[config.mk]
export PLATFORM = sky130hd
export DESIGN_NAME = sha256_message_digest_flat
export DESIGN_NICKNAME = d
export VERILOG_FILES = /design/src/design/shamd_pkg.sv /design/src/design/shamd_if.sv /design/src/design/shamd_sched.sv /design/src/design/shamd_round.sv /design/src/design/sha256_message_digest.sv /design/src/flat_wrapper.sv
export SDC_FILE = /design/constraint.sdc
export NUM_CORES = 2
export LEC_CHECK = 0
export ABC_CLOCK_PERIOD_IN_PS = 35400
export BUFFER_PORTS_ARGS = -buffer_cell sky130_fd_sc_hd__buf_2
export CAP_MARGIN = 20
export CORE_ASPECT_RATIO = 0.9
export CORE_UTILIZATION = 45
export DETAILED_ROUTE_END_ITERATION = 6
export PLACE_DENSITY = 0.58
export SLEW_MARGIN = 10
export SYNTH_ARGS = -nofsm -noshare
export SYNTH_HDL_FRONTEND = slang
export SYNTH_SLANG_ARGS = --single-unit
[constraint.sdc]
create_clock -name clock -period 35.4 [get_ports clock]
set_input_delay 3.54 -clock clock [delete_from_list [all_inputs] [get_ports clock]]
set_output_delay 3.54 -clock clock [all_outputs]
set_load 0.03 [all_outputs]
[src/design/shamd_pkg.sv]
// ----------------------------------------------------------------------------
// SHA-256 digest package
// Shared constants, types and round functions for the SHA-256 message digest
// block: initial hash values, round constants and the sigma functions.
// ----------------------------------------------------------------------------
package shamd_pkg;

   localparam int WORD_W = 32;
   localparam int ROUNDS = 64;
   localparam int ROUND_W = $clog2(ROUNDS);

   // Eight working or chaining words, index 0 is word a.
   typedef logic [7:0][WORD_W-1:0] shamd_state_type;

   // Control of the round datapath.
   typedef struct packed {
      logic               load;
      logic               step;
      logic [ROUND_W-1:0] round;
   } shamd_round_ctrl_type;

   // Control of the message schedule and block buffer.
   typedef struct packed {
      logic              push;
      logic              step;
      logic [WORD_W-1:0] word;
   } shamd_sched_ctrl_type;

   localparam shamd_state_type INITIAL_H = {
      32'h5be0cd19, 32'h1f83d9ab, 32'h9b05688c, 32'h510e527f,
      32'ha54ff53a, 32'h3c6ef372, 32'hbb67ae85, 32'h6a09e667
   };

   localparam logic [WORD_W-1:0] ROUND_K [ROUNDS] = '{
      32'h428a2f98, 32'h71374491, 32'hb5c0fbcf, 32'he9b5dba5,
      32'h3956c25b, 32'h59f111f1, 32'h923f82a4, 32'hab1c5ed5,
      32'hd807aa98, 32'h12835b01, 32'h243185be, 32'h550c7dc3,
      32'h72be5d74, 32'h80deb1fe, 32'h9bdc06a7, 32'hc19bf174,
      32'he49b69c1, 32'hefbe4786, 32'h0fc19dc6, 32'h240ca1cc,
      32'h2de92c6f, 32'h4a7484aa, 32'h5cb0a9dc, 32'h76f988da,
      32'h983e5152, 32'ha831c66d, 32'hb00327c8, 32'hbf597fc7,
      32'hc6e00bf3, 32'hd5a79147, 32'h06ca6351, 32'h14292967,
      32'h27b70a85, 32'h2e1b2138, 32'h4d2c6dfc, 32'h53380d13,
      32'h650a7354, 32'h766a0abb, 32'h81c2c92e, 32'h92722c85,
      32'ha2bfe8a1, 32'ha81a664b, 32'hc24b8b70, 32'hc76c51a3,
      32'hd192e819, 32'hd6990624, 32'hf40e3585, 32'h106aa070,
      32'h19a4c116, 32'h1e376c08, 32'h2748774c, 32'h34b0bcb5,
      32'h391c0cb3, 32'h4ed8aa4a, 32'h5b9cca4f, 32'h682e6ff3,
      32'h748f82ee, 32'h78a5636f, 32'h84c87814, 32'h8cc70208,
      32'h90befffa, 32'ha4506ceb, 32'hbef9a3f7, 32'hc67178f2
   };

   // Round function of word a.
   function automatic logic [WORD_W-1:0] big_sigma0(input logic [WORD_W-1:0] x);
      return {x[1:0], x[31:2]} ^ {x[12:0], x[31:13]} ^ {x[21:0], x[31:22]};
   endfunction

   // Round function of word e.
   function automatic logic [WORD_W-1:0] big_sigma1(input logic [WORD_W-1:0] x);
      return {x[5:0], x[31:6]} ^ {x[10:0], x[31:11]} ^ {x[24:0], x[31:25]};
   endfunction

   // Schedule function of word t-15.
   function automatic logic [WORD_W-1:0] small_sigma0(input logic [WORD_W-1:0] x);
      return {x[6:0], x[31:7]} ^ {x[17:0], x[31:18]} ^ {3'b000, x[31:3]};
   endfunction

   // Schedule function of word t-2.
   function automatic logic [WORD_W-1:0] small_sigma1(input logic [WORD_W-1:0] x);
      return {x[16:0], x[31:17]} ^ {x[18:0], x[31:19]} ^ {10'b0, x[31:10]};
   endfunction

endpackage

[src/design/shamd_if.sv]
// ----------------------------------------------------------------------------
// SHA-256 digest channels
// Valid/ready channels for message words in and digest words out.
// ----------------------------------------------------------------------------
interface shamd_req_if;
   logic        valid;
   logic        ready;
   logic [31:0] data_word;
   logic [2:0]  byte_count;
   logic        last;

   modport source (output valid, data_word, byte_count, last, input ready);
   modport sink   (input valid, data_word, byte_count, last, output ready);
endinterface

interface shamd_rsp_if;
   logic        valid;
   logic        ready;
   logic [31:0] digest_word;
   logic [2:0]  word_index;
   logic        last_word;

   modport source (output valid, digest_word, word_index, last_word, input ready);
   modport sink   (input valid, digest_word, word_index, last_word, output ready);
endinterface

[src/design/shamd_sched.sv]
// ----------------------------------------------------------------------------
// SHA-256 block buffer and message schedule
// Sixteen-word shift line. Message words shift in at the top; during the
// rounds the oldest word is the schedule word and the next one is fed back.
// ----------------------------------------------------------------------------
module shamd_sched (
   input  logic                         clock,
   input  shamd_pkg::shamd_sched_ctrl_type ctrl,
   output logic [shamd_pkg::WORD_W-1:0] w_out
);
   import shamd_pkg::*;

   logic [15:0][WORD_W-1:0] buf_ff;
   logic [15:0][WORD_W-1:0] buf_in;
   logic [WORD_W-1:0]       next_w;

   // Word t+16 from words t, t+1, t+9 and t+14.
   assign next_w = small_sigma1(buf_ff[14]) + buf_ff[9] + small_sigma0(buf_ff[1]) + buf_ff[0];

   // Shift by one word on a push or a round.
   always_comb begin
      buf_in = buf_ff;
      if (ctrl.push) begin
         buf_in = {ctrl.word, buf_ff[15:1]};
      end else if (ctrl.step) begin
         buf_in = {next_w, buf_ff[15:1]};
      end
   end

   always_ff @(posedge clock) begin
      buf_ff <= buf_in;
   end

   assign w_out = buf_ff[0];

endmodule

[src/design/shamd_round.sv]
// ----------------------------------------------------------------------------
// SHA-256 round unit
// Holds the eight working words and applies one round per cycle with step set.
// ----------------------------------------------------------------------------
module shamd_round (
   input  logic                            clock,
   input  shamd_pkg::shamd_round_ctrl_type ctrl,
   input  shamd_pkg::shamd_state_type      chain,
   input  logic [shamd_pkg::WORD_W-1:0]    w_in,
   output shamd_pkg::shamd_state_type      work
);
   import shamd_pkg::*;

   shamd_state_type   work_ff;
   shamd_state_type   work_in;
   logic [WORD_W-1:0] choose;
   logic [WORD_W-1:0] major;
   logic [WORD_W-1:0] t1;
   logic [WORD_W-1:0] t2;

   // Round arithmetic.
   always_comb begin
      choose = (work_ff[4] & work_ff[5]) ^ (~work_ff[4] & work_ff[6]);
      major  = (work_ff[0] & work_ff[1]) ^ (work_ff[0] & work_ff[2]) ^
               (work_ff[1] & work_ff[2]);
      t1     = work_ff[7] + big_sigma1(work_ff[4]) + choose + ROUND_K[ctrl.round] + w_in;
      t2     = big_sigma0(work_ff[0]) + major;
   end

   // Load from the chaining words, or rotate through one round.
   always_comb begin
      work_in = work_ff;
      if (ctrl.load) begin
         work_in = chain;
      end else if (ctrl.step) begin
         work_in[7] = work_ff[6];
         work_in[6] = work_ff[5];
         work_in[5] = work_ff[4];
         work_in[4] = work_ff[3] + t1;
         work_in[3] = work_ff[2];
         work_in[2] = work_ff[1];
         work_in[1] = work_ff[0];
         work_in[0] = t1 + t2;
      end
   end

   always_ff @(posedge clock) begin
      work_ff <= work_in;
   end

   assign work = work_ff;

endmodule

[src/design/sha256_message_digest.sv]
// ----------------------------------------------------------------------------
// SHA-256 message digest
// Streams a message in as 32-bit words and returns the eight digest words.
// ----------------------------------------------------------------------------
// Usage:
//   req carries one message word per handshake, first byte in bits 31:24.
//   A word with last set holds 0 to 4 valid bytes (counts above four act
//   as four) and ends the message. rsp then returns eight digest words,
//   word_index 0 first, last_word set on the eighth.
// Timing:
//   A word that does not complete a block leaves req ready for the next. The
//   sixteenth word of a block starts 64 rounds on the single round unit,
//   then a fold into the chaining words. After the last word, padding is
//   pushed one word per cycle, paused while a full block is compressed,
//   into one or two more blocks, then the eight digest words are offered
//   one per cycle while rsp is ready. req is not ready while a block is
//   compressed, padded or read out.
// Reset and stall:
//   Reset restores the initial hash values and clears the byte count.
//   A stalled rsp holds the current digest word; no new message is taken
//   until the eighth digest word has been read, after which the block
//   restarts from the initial hash values.
// ----------------------------------------------------------------------------
module sha256_message_digest (
   input logic         clock,
   input logic         reset,
   shamd_req_if.sink   req,
   shamd_rsp_if.source rsp
);
   import shamd_pkg::*;

   typedef enum logic [2:0] {
      ST_IDLE,
      ST_PAD,
      ST_ROUNDS,
      ST_FOLD,
      ST_OUTPUT
   } state_type;

   typedef enum logic [1:0] {
      PH_EXTRA,
      PH_FILL,
      PH_LENLO,
      PH_DONE
   } phase_type;

   state_type            state_ff, state_in;
   phase_type            phase_ff, phase_in;
   logic                 finish_ff, finish_in;
   logic [3:0]           fill_ff, fill_in;
   logic [60:0]          bytes_ff, bytes_in;
   logic [ROUND_W-1:0]   round_ff, round_in;
   logic [2:0]           idx_ff, idx_in;
   shamd_state_type      chain_ff, chain_in;

   shamd_round_ctrl_type round_ctrl;
   shamd_sched_ctrl_type sched_ctrl;
   shamd_state_type      work;
   logic [WORD_W-1:0]    sched_w;
   logic [2:0]           count_clamp;
   logic [WORD_W-1:0]    last_word_pad;
   logic                 wrap;

   // Valid bytes of the final word, capped at four.
   assign count_clamp = (req.byte_count > 3'd4) ? 3'd4 : req.byte_count;

   // Final word; a short one gets its trailing bytes cleared and the pad marker.
   always_comb begin
      case (count_clamp)
         3'd0:    last_word_pad = 32'h80000000;
         3'd1:    last_word_pad = {req.data_word[31:24], 24'h800000};
         3'd2:    last_word_pad = {req.data_word[31:16], 16'h8000};
         3'd3:    last_word_pad = {req.data_word[31:8], 8'h80};
         default: last_word_pad = req.data_word;
      endcase
   end

   // Sequencer: word intake, padding, rounds, fold and readout.
   always_comb begin
      state_in   = state_ff;
      phase_in   = phase_ff;
      finish_in  = finish_ff;
      fill_in    = fill_ff;
      bytes_in   = bytes_ff;
      round_in   = round_ff;
      idx_in     = idx_ff;
      chain_in   = chain_ff;
      sched_ctrl = '{push: 1'b0, step: 1'b0, word: '0};

      case (state_ff)
         ST_IDLE: begin
            if (req.valid) begin
               sched_ctrl.push = 1'b1;
               if (!req.last) begin
                  sched_ctrl.word = req.data_word;
                  bytes_in        = bytes_ff + 61'd4;
               end else begin
                  sched_ctrl.word = last_word_pad;
                  bytes_in        = bytes_ff + {58'b0, count_clamp};
                  finish_in       = 1'b1;
                  phase_in        = (count_clamp == 3'd4) ? PH_EXTRA : PH_FILL;
                  state_in        = ST_PAD;
               end
            end
         end
         ST_PAD: begin
            sched_ctrl.push = 1'b1;
            case (phase_ff)
               PH_EXTRA: begin
                  sched_ctrl.word = 32'h80000000;
                  phase_in        = PH_FILL;
               end
               PH_FILL: begin
                  if (fill_ff == 4'd14) begin
                     sched_ctrl.word = bytes_ff[60:29];
                     phase_in        = PH_LENLO;
                  end
               end
               PH_LENLO: begin
                  sched_ctrl.word = {bytes_ff[28:0], 3'b000};
                  phase_in        = PH_DONE;
               end
               default: begin
                  sched_ctrl.push = 1'b0;
               end
            endcase
         end
         ST_ROUNDS: begin
            sched_ctrl.step = 1'b1;
            round_in        = round_ff + 1'b1;
            if (round_ff == ROUND_W'(ROUNDS - 1)) begin
               state_in = ST_FOLD;
            end
         end
         ST_FOLD: begin
            for (int i = 0; i < 8; i++) begin
               chain_in[i] = chain_ff[i] + work[i];
            end
            if (!finish_ff) begin
               state_in = ST_IDLE;
            end else if (phase_ff == PH_DONE) begin
               state_in = ST_OUTPUT;
               idx_in   = 3'd0;
            end else begin
               state_in = ST_PAD;
            end
         end
         ST_OUTPUT: begin
            if (rsp.ready) begin
               idx_in = idx_ff + 3'd1;
               if (idx_ff == 3'd7) begin
                  state_in  = ST_IDLE;
                  chain_in  = INITIAL_H;
                  bytes_in  = '0;
                  finish_in = 1'b0;
               end
            end
         end
         default: begin
            state_in = ST_IDLE;
         end
      endcase

      // Each pushed word advances the fill; the sixteenth starts the rounds.
      wrap = sched_ctrl.push && (fill_ff == 4'd15);
      if (sched_ctrl.push) begin
         fill_in = fill_ff + 4'd1;
      end
      if (wrap) begin
         state_in = ST_ROUNDS;
         round_in = '0;
      end
   end

   always_ff @(posedge clock) begin
      if (reset) begin
         state_ff  <= ST_IDLE;
         phase_ff  <= PH_DONE;
         finish_ff <= 1'b0;
         fill_ff   <= '0;
         bytes_ff  <= '0;
         round_ff  <= '0;
         idx_ff    <= '0;
         chain_ff  <= INITIAL_H;
      end else begin
         state_ff  <= state_in;
         phase_ff  <= phase_in;
         finish_ff <= finish_in;
         fill_ff   <= fill_in;
         bytes_ff  <= bytes_in;
         round_ff  <= round_in;
         idx_ff    <= idx_in;
         chain_ff  <= chain_in;
      end
   end

   // Round unit and schedule control.
   assign round_ctrl = '{load: wrap, step: (state_ff == ST_ROUNDS), round: round_ff};

   shamd_sched u_sched (
      .clock (clock),
      .ctrl  (sched_ctrl),
      .w_out (sched_w)
   );

   shamd_round u_round (
      .clock (clock),
      .ctrl  (round_ctrl),
      .chain (chain_ff),
      .w_in  (sched_w),
      .work  (work)
   );

   // Handshakes and digest readout.
   assign req.ready       = (state_ff == ST_IDLE);
   assign rsp.valid       = (state_ff == ST_OUTPUT);
   assign rsp.digest_word = chain_ff[idx_ff];
   assign rsp.word_index  = idx_ff;
   assign rsp.last_word   = (idx_ff == 3'd7);

   // A message is never taken while digest words are on offer.
   assert property (@(posedge clock) disable iff (reset)
      !(rsp.valid && req.ready))
      else $error("request accepted during digest readout");

   // The eighth digest word returns the block to intake.
   assert property (@(posedge clock) disable iff (reset)
      (rsp.valid && rsp.ready && rsp.last_word) |=> (req.ready && fill_ff == 4'd0))
      else $error("block did not restart after the final digest word");

   // Readout only follows a completed final block.
   assert property (@(posedge clock) disable iff (reset)
      (state_ff == ST_OUTPUT) |-> (fill_ff == 4'd0 && phase_ff == PH_DONE && finish_ff))
      else $error("digest readout with an incomplete final block");

   // The last round is followed by the fold.
   assert property (@(posedge clock) disable iff (reset)
      (state_ff == ST_ROUNDS && round_ff == ROUND_W'(ROUNDS - 1)) |=> (state_ff == ST_FOLD))
      else $error("rounds did not end in a fold");

   // Rounds start only after a full block of words.
   assert property (@(posedge clock) disable iff (reset)
      $rose(state_ff == ST_ROUNDS) |-> (fill_ff == 4'd0 && $past(fill_ff) == 4'd15))
      else $error("rounds started on a partial block");

endmodule

[src/flat_wrapper.sv]
// flat-port wrapper written by rule: the top's interface ports become plain ports
module sha256_message_digest_flat import shamd_pkg::*;
  (clock, reset, req_valid, req_data_word, req_byte_count, req_last, req_ready, rsp_valid, rsp_digest_word, rsp_word_index, rsp_last_word, rsp_ready);
  shamd_req_if req_i ();
  shamd_rsp_if rsp_i ();
  input logic clock;
  input logic reset;
  input wire logic [$bits(req_i.valid)-1:0] req_valid;
  input wire logic [$bits(req_i.data_word)-1:0] req_data_word;
  input wire logic [$bits(req_i.byte_count)-1:0] req_byte_count;
  input wire logic [$bits(req_i.last)-1:0] req_last;
  output wire logic [$bits(req_i.ready)-1:0] req_ready;
  output wire logic [$bits(rsp_i.valid)-1:0] rsp_valid;
  output wire logic [$bits(rsp_i.digest_word)-1:0] rsp_digest_word;
  output wire logic [$bits(rsp_i.word_index)-1:0] rsp_word_index;
  output wire logic [$bits(rsp_i.last_word)-1:0] rsp_last_word;
  input wire logic [$bits(rsp_i.ready)-1:0] rsp_ready;
  assign req_i.valid = req_valid;
  assign req_i.data_word = req_data_word;
  assign req_i.byte_count = req_byte_count;
  assign req_i.last = req_last;
  assign req_ready = req_i.ready;
  assign rsp_valid = rsp_i.valid;
  assign rsp_digest_word = rsp_i.digest_word;
  assign rsp_word_index = rsp_i.word_index;
  assign rsp_last_word = rsp_i.last_word;
  assign rsp_i.ready = rsp_ready;
  sha256_message_digest u_core (.clock(clock), .reset(reset), .req(req_i), .rsp(rsp_i));
endmodule
# Word level (Yosys, flattened, before mapping)
# Memories as Yosys holds them, arrays and structs flattened.
# Cells that the tools add are included.
# Widths: inputs -> output; s select.
[word_totals] rom_bits=2048 memories=1 output_inout_bits=38 ff_bits=1104
[mem_list] name="(name not given)" depth=64 word_bits=32 rd=1 rd_ports_with_merged_regs=0 write_ports=0 line="shamd_round.sv:26" rtl="t1 = work_ff[7] + big_sigma1(work_ff[4]) + choose + ROUND_K[ctrl.round] + w_in;"
[classes] mux=51 addsub=23 n_eq_ne=30 bitwise_logic=19 n_lt_le_gt_ge=3 n_reduce_logical=18
[op_table] op="$mux 256" count=4
[op_table] op="$mux 512" count=2
[op_table] op="$add 32x32->32" count=18
[op_table] op="$pmux 256 s2" count=1
[op_table] op="$xor 32x32->32" count=9
[op_table] op="$mux 61" count=4
[op_table] op="$mux 32" count=6
[op_table] op="$and 32x32->32" count=5
[op_table] op="$pmux 32 s4" count=1
[op_table] op="$pmux 61 s2" count=1
[op_table] op="$bmux 32 s3" count=1
[op_table] op="$pmux 32 s3" count=1
[op_table] op="$pmux 32 s2" count=1
[op_table] op="$add 61x3->61" count=1
[op_table] op="$add 61x3->61 const B" count=1
[op_table] op="$mux 3" count=11
[op_table] op="$not 32->32" count=1
[op_table] op="$xor 32x22->32" count=1
[op_table] op="$xor 32x29->32" count=1
[op_table] op="$pmux 3 s5" count=1
[op_table] op="$eq 3x2->1 const B" count=4
[op_table] op="$reduce_and 6->1" count=2
[op_table] op="$ne 2x1->1 const B" count=5
[op_table] op="$reduce_and 5->1" count=2
[op_table] op="33 further kinds" count=60

# Longest topological paths before layout
[logic_depth] ltp_word=9 mapped_depth=39

# Hierarchy
# Synthesis repeated with hierarchy kept, for this count alone.
[unflattened] hier_cells=6752 area_unflattened_um2=70122.3
[by_module_without_submodules] mod="sha256_message_digest" area_per_inst_um2=26648.1 cells_each=3272 seq_area_each_um2=6726.5 instances=1
[by_module_without_submodules] mod="shamd_round" area_per_inst_um2=23252.3 cells_each=2354 seq_area_each_um2=7687.4 instances=1
[by_module_without_submodules] mod="shamd_sched" area_per_inst_um2=20221.9 cells_each=1126 seq_area_each_um2=15374.7 instances=1

# Worst setup path after synthesis
# OpenSTA, ideal clock, no wires.
[synth_path] path_type="input -> register" startpoint="input req_valid" endpoint="register u_core.u_sched.buf_ff[100] in the netlist's numbering (enable)" arrival_time_ns=12.391 path_buffers=1 setup_time_ns=3.693 slack_ns=19.316 path_stages=4 path_cell_list="nand3b_1 and2_1 clkbuf_1 nand2_1"
[synth_via] elab_chain_len=3
[synth_lines] element="start, declared" line="flat_wrapper.sv:8" rtl="input wire logic [$bits(req_i.valid)-1:0] req_valid;"
[synth_lines] element="$mux 1" line="sha256_message_digest.sv:92" rtl="if (req.valid) begin"
[synth_lines] element="$pmux 1 s2" line="sha256_message_digest.sv:90" rtl="case (state_ff)"
[synth_lines] element="$reduce_bool 2->1 (no source line)"
[synth_lines] element="end signal, assigned" line="shamd_sched.sv:31" rtl="buf_ff <= buf_in;"
[synth_lines] element="end, declared" line="shamd_sched.sv:13" rtl="logic [15:0][WORD_W-1:0] buf_ff;"
# No other way between the ends.
# A chain may end at the register's enable or synchronous reset.

==> results.json <==
{
  "synth-seq-cells": 1104,
  "grt_max_degree": 188,
  "use_met2_pct": 41.7,
  "area.growth.synth_to_final_pct": 9.63,
  "yosysMostFrequentCell": "nand2_1",
  "final_antenna_net_count": 0,
  "fp.dieW_um": 412,
  "cellPowerDensity_nw_per_um2": 59.3,
  "grt_pass1_vias": 49000,
  "num-fill-cells": 13600,
  "routedWlPerCell_um": 26.6,
  "post_cts_buffers": 0,
  "grt_util_all_layers_pct": 30.0,
  "fin_tns_setup_ns": 0,
  "worstPathArrival_ns": 10.82,
  "critical_path.slowest_cell": "ha_1",
  "r2r_cells": 32,
  "drc": 0,
  "numClockSinks": 1104,
  "holdBufCountCts": 0,
  "finalSetupViolations": 0,
  "finalClockSkew_ns": 0.0334,
  "worst_slew_pin_slew_ns": 1.32,
  "worstSetupStartpointType": "flop",
  "path_max_fanout": 21,
  "drive_gt1_share_pct": 7.74,
  "yosys.area.top_type": "edfxtp_1",
  "post-route-period-util_pct": 29.3,
  "max_freq_mhz": 96.4,
  "hold_start": "u_core.u_sched.buf_ff[425]$_DFFE_PP_",
  "cts_resized": 0,
  "grt.overflow.total": 0,
  "cp_slowest_stage_delay_ns": 1.05,
  "fin_crit_ns": 10.37,
  "finalWirelength_mm": 232,
  "cts_max_path_buffers": 3,
  "synthesis.nets": 7306,
  "gp_congestion": 0.959,
  "min_path_type": "reg2reg",
  "design.core.area_um2": 149000,
  "path_clk_slew_ns": 0.07,
  "synth-edff-count": 768,
  "grt_antenna_before_repair": 10,
  "critPathCaptureType": "flop",
  "cts_tree": "yes",
  "port_buffers": 77,
  "yosys_warnings": 0,
  "synth-seq-area-share_pct": 43.8,
  "fin_nets": 7262,
  "grtUsageMet1_pct": 46.9,
  "cts-root-buf": "clkbuf_16",
  "max-vdd-ir-drop_mv": 0.0765,
  "busiest_layer": "met1",
  "hold_viol": 0,
  "netlist_instances": 6664,
  "numCtsBuffers": 120,
  "outcome": "finished clean",
  "initial_core_util_pct": 45.6,
  "final-max-slew-violation-count": 0,
  "synth_area_leaders": "edfxtp_1, dfxtp_1, ha_1",
  "finalPower_mw": 4.42,
  "dp_hpwl_mm": 173,
  "vias": 52700,
  "p_leak_nw": 28.8,
  "hold_end": "u_core.u_sched.buf_ff[393]$_DFFE_PP_",
  "hold_path_depth": 0,
  "first_iter_violations": 6167,
  "rrSetupSlack_ns": 25.03,
  "die_y_um": 371,
  "io_pins": 78,
  "maxSlewHeadroom_pct": 11.7,
  "async_flop_share_pct": 0,
  "rows": 134,
  "insertion_delay_ns": 0.75,
  "syn_area_per_cell_um2": 10.2,
  "grt_pass1_wl_mm": 337,
  "cp.required_ns": 35.84,
  "maxCapViolations": 0,
  "r2r-end": "u_core.u_round.work[31]$_DFFE_PP_",
  "yosys.area.top_type_share_pct": 33.9,
  "path_class": "reg2reg",
  "rr_startpoint": "u_core.round_ff[1]$_SDFFE_PP0P_",
  "htree_num_levels": 3,
  "synthFlopType": "edfxtp_1",
  "rsz0062_at_grt": "false",
  "synth_area_um2": 68000,
  "ys_top_cells_by_count": "nand2_1, edfxtp_1, nor2_1",
  "grtUsageMet3_pct": 6.25,
  "vias_per_cell": 6.06,
  "die_area_um2": 153000,
  "drt-pass1-iter-count": 7,
  "synth_cell_types": 110
}
## worst max-delay path by stage
stage | start | to | slack (ns) | cells after the start
after floorplan | req_valid | u_core.u_sched.buf_ff[100]$_DFFE_PP_ | 19.32 | 4
after global placement | u_core.round_ff[1]$_SDFFE_PP0P_ | u_core.u_round.work[31]$_DFFE_PP_ | 25.40 | 32
after detailed placement | u_core.round_ff[1]$_SDFFE_PP0P_ | u_core.u_round.work[31]$_DFFE_PP_ | 25.22 | 32
after CTS | u_core.round_ff[1]$_SDFFE_PP0P_ | u_core.u_round.work[30]$_DFFE_PP_ | 25.12 | 32
after global routing | u_core.round_ff[1]$_SDFFE_PP0P_ | u_core.u_round.work[30]$_DFFE_PP_ | 24.41 | 32
final | u_core.round_ff[1]$_SDFFE_PP0P_ | u_core.u_round.work[31]$_DFFE_PP_ | 25.03 | 32
## routing by layer
| metal | vias to the layer above | routed length [µm] |
|---|---|---|
| met5 | - | 34 |
| met4 | 6 | 5480 |
| met3 | 274 | 23200 |
| met2 | 2404 | 94100 |
| met1 | 26200 | 109000 |
| li1 | 23900 | - |
## cells in the final DEF, fill, tap and decap left out, types with 24 or more instances in the layout
master and instances:
buf_4 61, and3_1 28, nor2_1 464, clkbuf_16 121, mux2_2 38, nand4_1 34
nand3_1 102, inv_1 302, a31oi_1 35, a21o_1 173, and2_1 24, fa_1 196
a21oi_1 446, xnor2_1 397, maj3_1 30, mux4_2 69, o21ai_0 302, nand2b_1 57
nand2_1 977, o211ai_1 38, mux2i_1 35, nor3_1 74, o31ai_1 29, o21ai_1 66
a22oi_1 59, xor2_1 210, o21a_1 62, buf_2 76, clkinv_1 25, o21bai_1 45
ha_1 406, o22ai_1 80, a211oi_1 54, edfxtp_1 768, or3_1 40, dfxtp_1 329
a222oi_1 25, nor2b_1 50, clkbuf_1 24
## cell families (layout without fill, tap and decap cells)
family | Yosys count | count (layout) | share of synthesized area (%)
and+or+nand+nor | 1942 | 1942 | 12.4
xor gates and xnor gates | 609 | 609 | 7.88
buffers and inverters | 615 | 678 | 3.41
adders and majority gates | 632 | 632 | 13.7
other | 0 | 6 | 0
AOI/OAI and AO/OA | 1620 | 1620 | 15.4
DFF | 1104 | 1104 | 43.8
muxes | 142 | 142 | 3.43
## cell type report
cell class	count	area (µm²)	area share (%)
repair buffers	140	898	1.20
flip-flops and latches	1104	29800	40.0
multi-input cells	4945	36000	48.3
diodes	6	15.0	0.0201
clock buffers	160	3320	4.46
well taps	1972	2470	3.31
inverters	309	1160	1.56
clock inverters	69	880	1.18
## stage by stage
step                      util (%)  hold WS (ns)  cell area [µm²]  setup slack, ns  cells
after floorplan                  -         0.400            68000            19.32   6664
after global placement        47.1         0.400            70300            25.40   8470
after detailed placement      47.1         0.405            70300            25.22   8470
after CTS                     50.0         0.394            74600            25.12   8699
after global routing          50.0         0.403            74600            24.41   8699
final                         50.0         0.403            74600            25.03   8705
## critical path, delay by kind of cell (launching register included)
family	cells	cell delay, ns
flip-flops	1	0.81
XOR/XNOR	2	0.61
AO/OA/AOI/OAI	14	3.17
adder cells (fa/ha/maj)	7	3.52
buffers and inverters	3	0.77
AND/OR/NAND/NOR	6	1.19
## flip-flops by register name, summed over array words and instances (netlist names)
name and flops:
u_core.fill_ff 4, u_core.bytes_ff 61, u_core.u_sched.buf_ff 480, u_core.rsp.word_index 3
u_core.state_ff 3, u_core.finish_ff 1, u_core.u_round.work 256, u_core.phase_ff 2
u_core.round_ff 6, u_core.chain_ff 256, u_core.u_sched.w_out 32
## power breakdown
| part | leakage, nW | internal, mW | switching [mW] |
|---|---|---|---|
| Sequential | 10.0 | 1.55 | 0.0729 |
| Clock | 2.03 | 0.785 | 0.557 |
| Combinational | 16.8 | 0.577 | 0.885 |
| Total | 28.8 | 2.91 | 1.51 |
(Power assumes the default switching activity.)
